[config.mk]
export PLATFORM = sky130hd
export DESIGN_NAME = uds_prep
export DESIGN_NICKNAME = d
export VERILOG_FILES = /design/src/hdl/uds_pkg.sv /design/src/hdl/uds_prep.sv
export SDC_FILE = /design/constraint.sdc
export NUM_CORES = 1
export LEC_CHECK = 0
export BUFFER_PORTS_ARGS = -buffer_cell sky130_fd_sc_hd__clkbuf_2
export CAP_MARGIN = 20
export CELL_PAD_IN_SITES_DETAIL_PLACEMENT = 1
export CELL_PAD_IN_SITES_GLOBAL_PLACEMENT = 1
export CORE_AREA = 2 2 211 213
export DETAILED_ROUTE_END_ITERATION = 6
export DIE_AREA = 0 0 213 215
export PLACE_DENSITY_LB_ADDON = 0.1
export REMOVE_ABC_BUFFERS = 1
export SETUP_SLACK_MARGIN = 0.2
export SYNTH_ARGS = -nofsm -noshare
export SYNTH_HDL_FRONTEND = slang
export SYNTH_SLANG_ARGS = --single-unit
[constraint.sdc]
create_clock -name clk -period 10.7 [get_ports clk]
set_input_delay 2.14 -clock clk [delete_from_list [all_inputs] [get_ports clk]]
set_output_delay 2.14 -clock clk [all_outputs]
set_load 0.01 [all_outputs]
[src/hdl/uds_pkg.sv]
package uds_pkg;

  localparam int FRAC_BITS_DEF     = 16;
  localparam int CORDIC_STAGES_DEF = 16;
  localparam int ATAN_LEN          = 24;
  localparam int OUT_FRAC          = 14;
  localparam int OUT_ONE           = 16384;
  localparam longint GAIN_Q30      = 652032874;

  typedef logic [1:0] mode_t;

  localparam mode_t MODE_HEMI   = 2'd0;
  localparam mode_t MODE_SPHERE = 2'd1;
  localparam mode_t MODE_CIRCLE = 2'd2;

  // Control that travels with every item down the pipeline.
  typedef struct packed {
    mode_t mode;
    logic  flip;
  } uds_ctl_t;

  // Both circle codes (the upper bit set) select unit circle behavior.
  function automatic logic is_circle(input mode_t m);
    is_circle = (m & MODE_CIRCLE) != MODE_HEMI;
  endfunction

  // Arctangent of 2^-i in units of 2^-32 turns.
  function automatic logic [31:0] atan_turn(input int i);
    case (i)
      0:       atan_turn = 32'd536870912;
      1:       atan_turn = 32'd316933406;
      2:       atan_turn = 32'd167458907;
      3:       atan_turn = 32'd85004756;
      4:       atan_turn = 32'd42667331;
      5:       atan_turn = 32'd21354465;
      6:       atan_turn = 32'd10679838;
      7:       atan_turn = 32'd5340245;
      8:       atan_turn = 32'd2670163;
      9:       atan_turn = 32'd1335087;
      10:      atan_turn = 32'd667544;
      11:      atan_turn = 32'd333772;
      12:      atan_turn = 32'd166886;
      13:      atan_turn = 32'd83443;
      14:      atan_turn = 32'd41722;
      15:      atan_turn = 32'd20861;
      16:      atan_turn = 32'd10430;
      17:      atan_turn = 32'd5215;
      18:      atan_turn = 32'd2608;
      19:      atan_turn = 32'd1304;
      20:      atan_turn = 32'd652;
      21:      atan_turn = 32'd326;
      22:      atan_turn = 32'd163;
      23:      atan_turn = 32'd81;
      default: atan_turn = 32'd0;
    endcase
  endfunction

  // CORDIC start value: the gain correction rounded to f fraction bits.
  function automatic logic signed [63:0] cordic_x0(input int f);
    logic signed [63:0] g;
    g = 64'(GAIN_Q30);
    cordic_x0 = (g + (64'sd1 <<< (29 - f))) >>> (30 - f);
  endfunction

  // Round half up from f fraction bits to Q2.14 and clamp to +-1.0.
  function automatic logic signed [15:0] to_q14(input logic signed [63:0] v, input int f);
    logic signed [63:0] q;
    if (f > OUT_FRAC) begin
      q = (v + (64'sd1 <<< (f - OUT_FRAC - 1))) >>> (f - OUT_FRAC);
    end else begin
      q = v <<< (OUT_FRAC - f);
    end
    if (q > 64'(OUT_ONE)) begin
      q = 64'(OUT_ONE);
    end
    if (q < -64'(OUT_ONE)) begin
      q = -64'(OUT_ONE);
    end
    to_q14 = q[15:0];
  endfunction

endpackage

[src/hdl/uds_prep.sv]
module uds_prep import uds_pkg::*; #(
  parameter int FRAC_BITS = FRAC_BITS_DEF
) (
  input  logic                         clk,
  input  logic                         rst_n,
  input  logic                         vin,
  output logic                         up_ready,
  input  logic [15:0]                  u_in,
  input  logic [15:0]                  v_in,
  input  mode_t                        mode_in,
  input  logic                         dn_ready,
  output logic                         vout,
  output logic signed [31:0]           ang_out,
  output logic [2*FRAC_BITS+1:0]       n_out,
  output logic signed [FRAC_BITS+1:0]  zf_out,
  output uds_ctl_t                     ctl_out
);

  localparam int ZW = FRAC_BITS + 2;
  localparam int NW = 2 * FRAC_BITS + 2;

  logic v1_r, v2_r, v3_r;
  logic en1, en2, en3;

  logic signed [31:0]   ang1_r, ang2_r, ang3_r;
  uds_ctl_t             ctl1_r, ctl2_r, ctl3_r;
  logic signed [ZW-1:0] zf1_r, zf2_r, zf3_r;
  logic signed [ZW-1:0] zz2_r;
  logic [NW-1:0]        n3_r;

  logic signed [17:0]     zq;
  logic signed [47:0]     zq_ext;
  logic signed [ZW-1:0]   zf_nxt;
  logic signed [2*ZW-1:0] zprod;
  logic signed [ZW:0]     d_diff;
  logic [NW-1:0]          n_nxt;
  uds_ctl_t               ctl_nxt;
  logic signed [31:0]     ang_nxt;

  assign en3      = !v3_r || dn_ready;
  assign en2      = !v2_r || en3;
  assign en1      = !v1_r || en2;
  assign up_ready = en1;

  // Height in Q.16: v for the hemisphere, 2v - 1 for the sphere and circle modes.
  always_comb begin
    if (mode_in == MODE_HEMI) begin
      zq = {2'b00, v_in};
    end else begin
      zq = $signed({1'b0, v_in, 1'b0}) - 18'sd65536;
    end
    zq_ext = 48'(zq);
  end

  generate
    if (FRAC_BITS >= 16) begin : g_widen
      assign zf_nxt = ZW'(zq_ext <<< (FRAC_BITS - 16));
    end else begin : g_narrow
      assign zf_nxt = ZW'((zq_ext + (48'sd1 <<< (15 - FRAC_BITS))) >>> (16 - FRAC_BITS));
    end
  endgenerate

  // The angle is folded into [-1/4, 1/4) turn by adding half a turn.
  always_comb begin
    ctl_nxt.mode = mode_in;
    ctl_nxt.flip = u_in[15] ^ u_in[14];
    ang_nxt      = {u_in[14], u_in[14:0], 16'h0000};
  end

  assign zprod  = zf1_r * zf1_r;
  assign d_diff = (ZW+1)'(1 <<< FRAC_BITS) - (ZW+1)'(zz2_r);

  always_comb begin
    if (d_diff < 0) begin
      n_nxt = '0;
    end else begin
      n_nxt = NW'(d_diff) << FRAC_BITS;
    end
  end

  always_ff @(posedge clk) begin
    if (!rst_n) begin
      v1_r <= 1'b0;
      v2_r <= 1'b0;
      v3_r <= 1'b0;
    end else begin
      if (en1) begin
        v1_r <= vin;
      end
      if (en2) begin
        v2_r <= v1_r;
      end
      if (en3) begin
        v3_r <= v2_r;
      end
    end
  end

  always_ff @(posedge clk) begin
    if (en1) begin
      ang1_r <= ang_nxt;
      ctl1_r <= ctl_nxt;
      zf1_r  <= zf_nxt;
    end
    if (en2) begin
      ang2_r <= ang1_r;
      ctl2_r <= ctl1_r;
      zf2_r  <= zf1_r;
      zz2_r  <= ZW'(zprod >>> FRAC_BITS);
    end
    if (en3) begin
      ang3_r <= ang2_r;
      ctl3_r <= ctl2_r;
      zf3_r  <= zf2_r;
      n3_r   <= n_nxt;
    end
  end

  assign vout    = v3_r;
  assign ang_out = ang3_r;
  assign n_out   = n3_r;
  assign zf_out  = zf3_r;
  assign ctl_out = ctl3_r;

endmodule

**Word level (Yosys, flattened, before mapping)**

Index checks and enable logic that the tools add are counted.

- Add/subtract/negate cells: 2
- $mul: 1
- Magnitude comparators: 1
- Multiplexer cells: 1
- Bitwise operators: 1
- Reductions and logical operators: 7

Operators by type and width:

| kind | number |
|---|---|
| 18-bit by 18-bit multiplier with 34-bit output | 1 |
| 19-bit by 1-bit less-than comparator with 1-bit output (second input constant) | 1 |
| 18-bit by 18-bit subtractor with 19-bit output (first input constant) | 1 |
| 17-bit by 17-bit subtractor with 18-bit output (second input constant) | 1 |
| 16-bit 2-to-1 mux | 1 |
| 1-bit zero test | 3 |
| 1-bit logical OR | 3 |
| 2-bit zero test | 1 |
| 1-bit bitwise XOR | 1 |

- Flip-flop bits (word level): 163
- Input port bits: 38
- Word-level logic and storage cells: 32

**Logic depth before layout (Yosys ltp)**

Gate-level depths: netlist of the first run.

- Depth in word-level cells: 4
- Mapped depth: 25

**Worst setup path before layout of the first run**

OpenSTA, ideal clock, no wires.

- Path kind: register -> register
- Start point: reg zf1_r[8]
- End point: reg zz2_r[17], data pin
- Arrival time: 5.922 ns
- Required time: 10.434 ns
- Path slack: 4.511 ns
- Stages on the path, launching flop included: 21
- Buffers on the path: 2
- Path through: edfxtp_1 -> clkbuf_1 -> clkbuf_1 -> nand2_1 -> fa_1 -> inv_1 -> fa_1 -> fa_1 -> fa_1 -> fa_1 -> inv_1 -> fa_1 -> inv_1 -> ha_1 -> a21oi_1 -> o21bai_1 -> a21oi_1 -> and3b_1 -> a21boi_0 -> mux2i_1 -> nand4_1

- Word-level cells in the longest chain between the ends: 1

Ends and longest elaborated chain:

| what | RTL line | source |
|---|---|---|
| start, declared | uds_prep.sv:27 | `logic signed [ZW-1:0] zf1_r, zf2_r, zf3_r;` |
| start signal, assigned | uds_prep.sv:103 | `zf1_r <= zf_nxt;` |
| 18-bit by 18-bit multiplier with 34-bit output | uds_prep.sv:70 | `assign zprod = zf1_r * zf1_r;` |
| named net zprod[33] | uds_prep.sv:34 | `logic signed [2*ZW-1:0] zprod;` |
| end signal, assigned | uds_prep.sv:109 | `zz2_r <= ZW'(zprod >>> FRAC_BITS);` |
| end, declared | uds_prep.sv:28 | `logic signed [ZW-1:0] zz2_r;` |

The timed path passes the listed nets, and every way through them passes these cells.
A chain may end at the register's enable or synchronous reset.

**Worst setup path in the final report of the first run**

- Start point: reg zf1_r[16]
- End point: reg zz2_r[17], data pin

Same word-level chain as after synthesis.

==> impl_summary.md, run 1 <==
Floorplanning
The floorplan row count is 77. The overall die area is 45800 µm². The core area is 43600 µm². The y dimension of the die is 215 µm. For this configuration, the core starts out at a cell density of 34.5%. 127 I/O pins were placed. The die width is 213 µm.

Critical path
The most critical setup path has its startpoint at zf1_r[16]. The signal arrival time at the worst endpoint is 7.25 ns. The destination of the worst register-to-register timing path is zz2_r[17].

The critical path start-end classification is register to register. The start of the worst register-to-register path is zf1_r[16]. The worst setup path is launched from a register. The number of cells on the worst reg-to-reg path is 21.

In this run the worst path has a maximum fanout of 18. The worst-case register-to-register setup slack is 3.61 ns. STA classifies the critical path endpoint as a register.

The required arrival time at the worst endpoint is 10.86 ns.

Synthesis
The post-synthesis cell area is 15100 µm². Yosys mapped the design onto 52 distinct sky130hd cell types. Yosys mapped a number of flops with a built-in enable equal to 141. Among all flip-flop cells after synthesis, the most frequent one is sky130_fd_sc_hd__edfxtp_1. Counting flops with an async set or reset pin after synthesis yields a share of 0%. The sequential fraction of the synthesis area is 28.5%. The total of warnings raised by yosys is 0. Synthesis handed over a netlist of 1357 instances.

In this run, synthesis produced a sequential element count of 144. The post-synthesis area per instance is 11.1 µm².

GRT
Entering global routing, the biggest net connects 37 pins. In the global route stage, met2 resource usage came out at 29.1%. The wire length of the first global-routing pass is 58300 µm. The met1 track demand over resource is 23.3%. For this run, global-route usage on met3 was measured as 1.67%. Global routing finished with a remaining overflow of 0. In this run the most used layer during global routing was met2.

The initial antenna violation count is 0. The number of global-route vias before repair is 10300. Global routing used 16.8% of the available tracks across all layers.

Placement
Detailed placement finished with a half-perimeter wire length of 29100 µm. The instance area at placement is 16200 µm². The instance count after placement with tap cells included is 2033. The congestion estimate from routability-driven global placement came to 0.757.

The count of input and output buffers is 94.

Timing
Setup repair after global routing left no endpoint under its margin. For the final routed database, the setup TNS stands at 0 ns. The final worst-path cycle share is 66.3%. For the pin with the worst max-slew slack, the measured transition is 0.816 ns.

The max-slew violation count is 0. The final critical-path required period is 7.09 ns. Headroom to the max-slew limit came out at 45.6%. The worst clock skew on the final layout is 0.00756 ns. The number of failing hold endpoints at the final stage is 0. Setup violations remaining at the end of the flow were counted as 0. The top achievable clock speed is 0.141 GHz.

Route
The routed layout has 9102 vias. The detail-routed via count per cell is 4.41. Wires add up to 36100 µm.

The first routing iteration left 318 violations. The total DRC errors in the routed layout is 0. The post-route antenna net violation count is 0.

The first TritonRoute pass finished after 4 iterations. In the final routed layout, each cell accounts on average for 17.5 µm.

Hold path
The worst hold path class is register to register. The hold path startpoint is ang1_r[29]. The worst hold path cell count is 0. For hold timing, the worst endpoint is ang2_r[29].

Clock network
Buffers inserted during clock tree synthesis total 17. The later pin in the worst-skew pair is clocked with a latency of 0.41 ns. TritonCTS built the clock tree. After clock tree synthesis, the clock-pin slew on the worst setup and hold paths is 0.06 ns.

CTS built an H-tree with a depth of 4. Buffers added to address setup during post-CTS repair amount to 0. The number of buffers on the longest clock path is 2. The count of hold buffers inserted by post-cts repair is 0. The post-cts resize count is 0. The cell at the root of the clock tree is sky130_fd_sc_hd__clkbuf_16. The clock net in this run drives a total of 144 sinks.

Job
Max-cap violations in this run came to 0.

Finish
Of the cells placed in the final design, the portion with a size suffix greater than 1 is 11.5%. The post-route standard cell area excluding fillers is 16700 µm². Leaving out fill and tap cells, the most frequent cells in the layout are sky130_fd_sc_hd__inv_1, sky130_fd_sc_hd__fa_1, sky130_fd_sc_hd__edfxtp_1. The synthesis-to-layout area growth is 11.1%. After the last flow step, the layout net total stands at 1870. The most common library cell in the layout ignoring fill and taps is sky130_fd_sc_hd__inv_1. For this run, the number of standard cells in the final layout without fillers is 2066.

Status
The flow ran to the end, and the final reports show no timing, DRC or antenna violations.
==> Yosys cell counts (all sizes together), types with 2 or more instances <==
cell	count	share of area, %
inv	392	9.8
ha	101	8.4
nand2	106	2.6
nand3	8	0.27
nor2b	4	0.17
and4	2	0.12
nor2	57	1.4
a21o	12	0.60
dfxtp	3	0.40
xnor2	28	1.6
xor2	20	1.2
clkbuf	23	0.57
edfxtp	141	28
and3	5	0.21
o21ai	10	0.33
mux2i	2	0.13
or4	2	0.15
nand2b	5	0.22
o21a	3	0.15
a21oi	23	0.76
nor3	7	0.23
mux2	15	1.1
a211oi	2	0.10
a21boi	2	0.10
o21bai	4	0.20
and2	42	1.8
buf	37	1.8
nand4	4	0.17
a31oi	6	0.25
nor4	5	0.31
fa	271	36
==> critical path: stages, from the launching register on <==
cell,delay (ns)
sky130_fd_sc_hd__edfxtp_1,0.33
sky130_fd_sc_hd__buf_4,0.26
sky130_fd_sc_hd__clkinv_1,0.56
sky130_fd_sc_hd__nor2_1,0.56
sky130_fd_sc_hd__inv_1,0.11
sky130_fd_sc_hd__fa_1,0.49
sky130_fd_sc_hd__inv_1,0.05
sky130_fd_sc_hd__fa_1,0.48
sky130_fd_sc_hd__fa_1,0.57
sky130_fd_sc_hd__fa_1,0.44
sky130_fd_sc_hd__fa_1,0.55
sky130_fd_sc_hd__inv_1,0.06
sky130_fd_sc_hd__fa_1,0.54
sky130_fd_sc_hd__inv_1,0.05
sky130_fd_sc_hd__ha_1,0.39
sky130_fd_sc_hd__a21oi_1,0.09
sky130_fd_sc_hd__o21bai_1,0.20
sky130_fd_sc_hd__a21oi_1,0.11
sky130_fd_sc_hd__and3b_1,0.18
sky130_fd_sc_hd__a21boi_0,0.44
sky130_fd_sc_hd__mux2i_1,0.26
sky130_fd_sc_hd__nand4_1,0.10
==> area by class of cell <==
class                      count  area, µm²
fill                        4859      26900
multi-input combinational    791       9060
sequential                   144       4290
inverter                     393       1480
tap                          592        741
timing repair buffer         113        613
clock buffer                  17        425
clock inverter                15        125
antenna                        1       2.50
==> kinds of logic after synthesis <==
logic type | count (synthesis) | share of synthesized area (%)
buffers and inverters | 453 | 12.2
other | 1 | 0.0249
AND/OR/NAND/NOR | 252 | 7.91
AO/OA/AOI/OAI | 70 | 2.95
adder cells (fa/ha/maj) | 372 | 44.4
XOR/XNOR | 48 | 2.79
multiplexers | 17 | 1.25
flip-flops | 144 | 28.5
==> worst max-delay path by stage <==
stage                end  depth (start not counted)  slack (ns)
6_report       zz2_r[17]                         21        3.61
3_3_place_gp   zz2_r[16]                         24        3.72
5_1_grt        zz2_r[16]                         23        3.10
2_1_floorplan  zz2_r[17]                         20        4.37
3_5_place_dp   zz2_r[16]                         23        3.48
4_1_cts        zz2_r[16]                         23        3.49
==> state kept, by name (all words and copies together), names as in the netlist <==
signal,cells
v1_r,1
ctl_out,3
ang_out,15
ang2_r,15
v2_r,1
ctl2_r,3
zf_out,17
n_out,18
ctl1_r,3
ang1_r,15
vout,1
zf1_r,17
zf2_r,17
zz2_r,18
==> layer usage <==
metal	share of wire (%)	routed length, µm
met5	0	0
met4	0.65	233
met3	1.9	690
met2	50	18000
met1	48	17200
==> per-stage QoR <==
stage | setup WS, ns | hold WS [ns] | util [%]
after floorplan | 4.37 | 0.400 | -
after global placement | 3.72 | 0.400 | 37.1
after detailed placement | 3.48 | 0.406 | 37.1
after CTS | 3.49 | 0.418 | 38.3
after global routing | 3.10 | 0.423 | 38.3
final | 3.61 | 0.418 | 38.4
Power of run 1 is left out: the tool's default activity adds up to more than one toggle a clock period on the data nets, which glitch-free logic cannot reach.
==> run 2, diff against run 1 <==
- ABC_AREA: unset -> 1
- CORE_AREA: 2 2 211 213 -> 2 2 219 221
- DIE_AREA: 0 0 213 215 -> 0 0 221 223
- clock period: 10.7 -> 5.8 ns (I/O delays scaled with it)
==> impl_summary.md, run 2 <==
Route
The total DRC errors in the routed layout is 0 (unchanged). The total length of routed wires is 43900 µm (was 36100 µm). The post-route antenna net violation count is 0 (unchanged). The number of DRC markers in iteration 0 was 382 (was 318). The wire length per cell is 16.5 µm (was 17.5 µm). The number of iterations in the first detailed-routing pass is 4 (unchanged). The via total after detailed routing is 11600 (was 9102). The detail-routed via count per cell is 4.36 (was 4.41).

GRT
The final global-route overflow total was 0 (unchanged). The wire length of the first global-routing pass came to 69500 µm (was 58300 µm). The number of global-route vias before repair is 13000 (was 10300). The initial antenna violation count came to 1 (was 0).

The largest net degree at the start of global routing is 55 (was 37). The global-route total usage across every layer is 18.4% (was 16.8%).

Critical path
The highest-delay cell along the critical path was sky130_fd_sc_hd__fa_2 (was sky130_fd_sc_hd__fa_1). The kind of cell adding the most delay to the critical path is adder cells (unchanged). The buffer and inverter count on the worst path is 7 (was 6).

The sort of element at the end of the critical path was a register (unchanged). The highest cell delay on the worst timing path is 0.55 ns (was 0.57 ns). The required arrival time at the worst endpoint is 6.04 ns (was 10.86 ns). The critical path start-end classification is register to register (unchanged). The type of origin of the critical path is a register (unchanged). The signal arrival time at the worst endpoint is 5.75 ns (was 7.25 ns).

Critical-path cell list: buf_12 > buf_12 > nand2_4 > inv_1 > fa_1 > inv_1 > fa_1 > inv_1 > fa_1 > fa_2 > fa_1 > inv_1 > fa_2 > inv_1 > ha_4 > nand2_2 > nor2_2 > nand2_1 > nor3_2 > nand2_1 > nand3_1 > nand2_1 (was buf_4 > clkinv_1 > nor2_1 > inv_1 > fa_1 > inv_1 > fa_1 > fa_1 > fa_1 > fa_1 > inv_1 > fa_1 > inv_1 > ha_1 > a21oi_1 > o21bai_1 > a21oi_1 > and3b_1 > a21boi_0 > mux2i_1 > nand4_1). The top fanout value on the critical path is 8 (was 18). The most repeated library cell on the critical path is sky130_fd_sc_hd__inv_1 (was sky130_fd_sc_hd__fa_1).

Clock network
The total CTS buffers is 17 (unchanged). The TritonCTS clock tree is yes (unchanged). The cell at the root of the clock tree is sky130_fd_sc_hd__clkbuf_16 (unchanged). The number of buffers on the longest clock path is 2 (unchanged).

The H-tree depth reported by CTS is 4 (unchanged). The clock input transition at the sequential cells of the worst setup and hold paths is 0.09 ns (was 0.06 ns). The clock insertion delay at the later pin of the skew report is 0.47 ns (was 0.41 ns). The count of clock tree sinks came to 144 (unchanged).

Timing
The actual slew at the worst max-slew pin is 0.773 ns (was 0.816 ns). The total of endpoints with negative setup slack in the final report is 0 (unchanged). The worst slew slack as a fraction of its limit came to 48.5% (was 45.6%).

The final worst-path cycle share was 95.0% (was 66.3%). The final critical-path required period is 5.51 ns (was 7.09 ns). The max-slew violation count is 0 (unchanged). Setup repair after global routing missed its margin: true (was false). The top achievable clock speed is 0.182 GHz (was 0.141 GHz).

The number of failing hold endpoints at the final stage was 0 (unchanged). The worst clock skew on the final layout is 0.0207 ns (was 0.00756 ns).

Synthesis
The compound-cell area share of the yosys netlist is 1.92% (was 2.95%). The area share of fa/ha/maj cells after synthesis is 41.2% (was 44.4%). The basic-gate share of the synthesized area counting and, or, nand and nor cells is 13.9% (was 7.91%). Most instantiated cells after synthesis: sky130_fd_sc_hd__inv_1, sky130_fd_sc_hd__nand2_1, sky130_fd_sc_hd__fa_1 (was sky130_fd_sc_hd__inv_1, sky130_fd_sc_hd__fa_1, sky130_fd_sc_hd__edfxtp_1). The post-synthesis cell area was 16200 µm² (was 15100 µm²). The share of the synthesized netlist area taken by xor and xnor gates is 1.29% (was 2.79%). The fraction of synthesis flops using an asynchronous set or reset pin is 0% (unchanged). Top cells by area, synth: sky130_fd_sc_hd__fa_1, sky130_fd_sc_hd__edfxtp_1, sky130_fd_sc_hd__inv_1 (unchanged). The flip-flop and latch count after synthesis came to 144 (unchanged). The area share of the leading cell type in the synthesized netlist is 33.4% (was 36.0%).

The cell with the most instances after synthesis was sky130_fd_sc_hd__inv_1 (unchanged). The cell type with the highest aggregate area in the netlist is sky130_fd_sc_hd__fa_1 (unchanged). The sequential fraction of the synthesis area is 26.4% (was 28.5%).

The total of warnings raised by yosys came to 0 (unchanged). The post-synthesis area per instance is 9.16 µm² (was 11.1 µm²). The dominant combinational cell family by area after synthesis is adder cells (unchanged). The commonest register cell after synthesis is sky130_fd_sc_hd__edfxtp_1 (unchanged). The count of flip-flops with a built-in enable after synthesis came to 141 (unchanged). The gate count after technology mapping is 1772 (was 1357). The unique cell type count in the Yosys netlist is 37 (was 52).

The multiplexer share of the synthesized area is 0% (was 1.25%).

Job
The number of maximum-capacitance constraint violations is 0 (unchanged).

Finish
The most common library cell in the layout ignoring fill and taps is sky130_fd_sc_hd__inv_1 (unchanged). The share of post-route cells with drive strength above 1 is 25.9% (was 11.5%). The post-route standard cell area excluding fillers is 20500 µm² (was 16700 µm²). The total number of nets in the final design is 2440 (was 1870). The synthesis-to-layout area growth is 26.0% (was 11.1%). Commonest non-fill, non-tap cells in the layout: sky130_fd_sc_hd__inv_1, sky130_fd_sc_hd__nand2_1, sky130_fd_sc_hd__fa_1 (was sky130_fd_sc_hd__inv_1, sky130_fd_sc_hd__fa_1, sky130_fd_sc_hd__edfxtp_1).

Placement
The detailed placer's ending HPWL is 35500 µm (was 29100 µm). The final weighted congestion of routability-driven global placement is 0.827 (was 0.757). The instance area at placement is 18400 µm² (was 16200 µm²). The count of input and output buffers is 94 (unchanged).

Floorplanning
The die width came to 221 µm (was 213 µm). The core area is 47100 µm² (was 43600 µm²). The I/O pin count is 127 (unchanged). The overall die area is 49300 µm² (was 45800 µm²).

The y dimension of the die was 223 µm (was 215 µm). The floorplan row count is 80 (was 77). The starting utilization of the core area is 34.4% (was 34.5%).

Hold path
The worst hold path class is register to register (unchanged).

Status
Run status: finished clean (unchanged).
-- run 2: through the flow --
| step | hold WS [ns] | TNS (ns) | utilization [%] | instances | setup slack [ns] |
|---|---|---|---|---|---|
| after floorplan | 0.400 | 0 | - | 1731 | 0.170 |
| after global placement | 0.401 | -0.0498 | 39.1 | 2582 | -0.0498 |
| after detailed placement | 0.405 | -0.211 | 39.1 | 2582 | -0.111 |
| after CTS | 0.413 | 0 | 41.3 | 2627 | 0.197 |
| after global routing | 0.419 | 0 | 43.4 | 2658 | 0.0914 |
| final | 0.408 | 0 | 43.4 | 2660 | 0.293 |
-- run 2: timing repair --
| action | in CTS | in global routing |
|---|---|---|
| cloned | 0 | 1 |
| buffers inserted | 13 | 30 |
| hold buffers | 0 | 0 |
| resized for setup | 65 | 195 |
| endpoints found under the setup margin | 18 | 18 |
| pin swaps | 17 | 88 |
-- run 2: worst reg2reg max path, delay by kind of cell (launching register included) --
| kind | cells | cell delay [ns] |
|---|---|---|
| adders and majority gates | 7 | 3.40 |
| buffers and inverters | 7 | 0.61 |
| and+or+nand+nor | 8 | 0.83 |
| DFF | 1 | 0.44 |
-- run 2: layout make-up --
cell class | instances | area, µm²
clock inverters | 15 | 193
diodes | 2 | 5.00
well taps | 615 | 769
flip-flops and latches | 144 | 4290
multi-input cells | 1040 | 10600
inverters | 547 | 2050
repair buffers | 280 | 2110
clock buffers | 17 | 425
fillers | 5411 | 26700
-- run 2: cells by family after synthesis --
family	after synthesis
simple gates	556
compound gates	56
buf+inv	619
fa+ha+maj	372
flops	144
xor+xnor	24
other cells	1
-- run 2: worst paths after layout --
check | startpoint | end | slack, ns | depth (start not counted)
worst min-delay path | ang2_r[22] | ang_out[22] | 0.41 | 0
worst max-delay path | zf1_r[10] | zz2_r[15] | 0.29 | 22
worst max register to register | zf1_r[10] | zz2_r[15] | 0.29 | 22
worst min register to register | ang2_r[22] | ang_out[22] | 0.41 | 0
-- run 2: routing by layer --
layer / global-route usage [%] / vias up / share of wire [%]
li1: - / 5613 / -
met1: 24.4 / 5837 / 47
met2: 32.0 / 123 / 49
met5: 0 / - / 0
met3: 2.98 / 32 / 2.8
met4: 3.42 / 0 / 1.5
Power of run 2 is left out for the same reason.
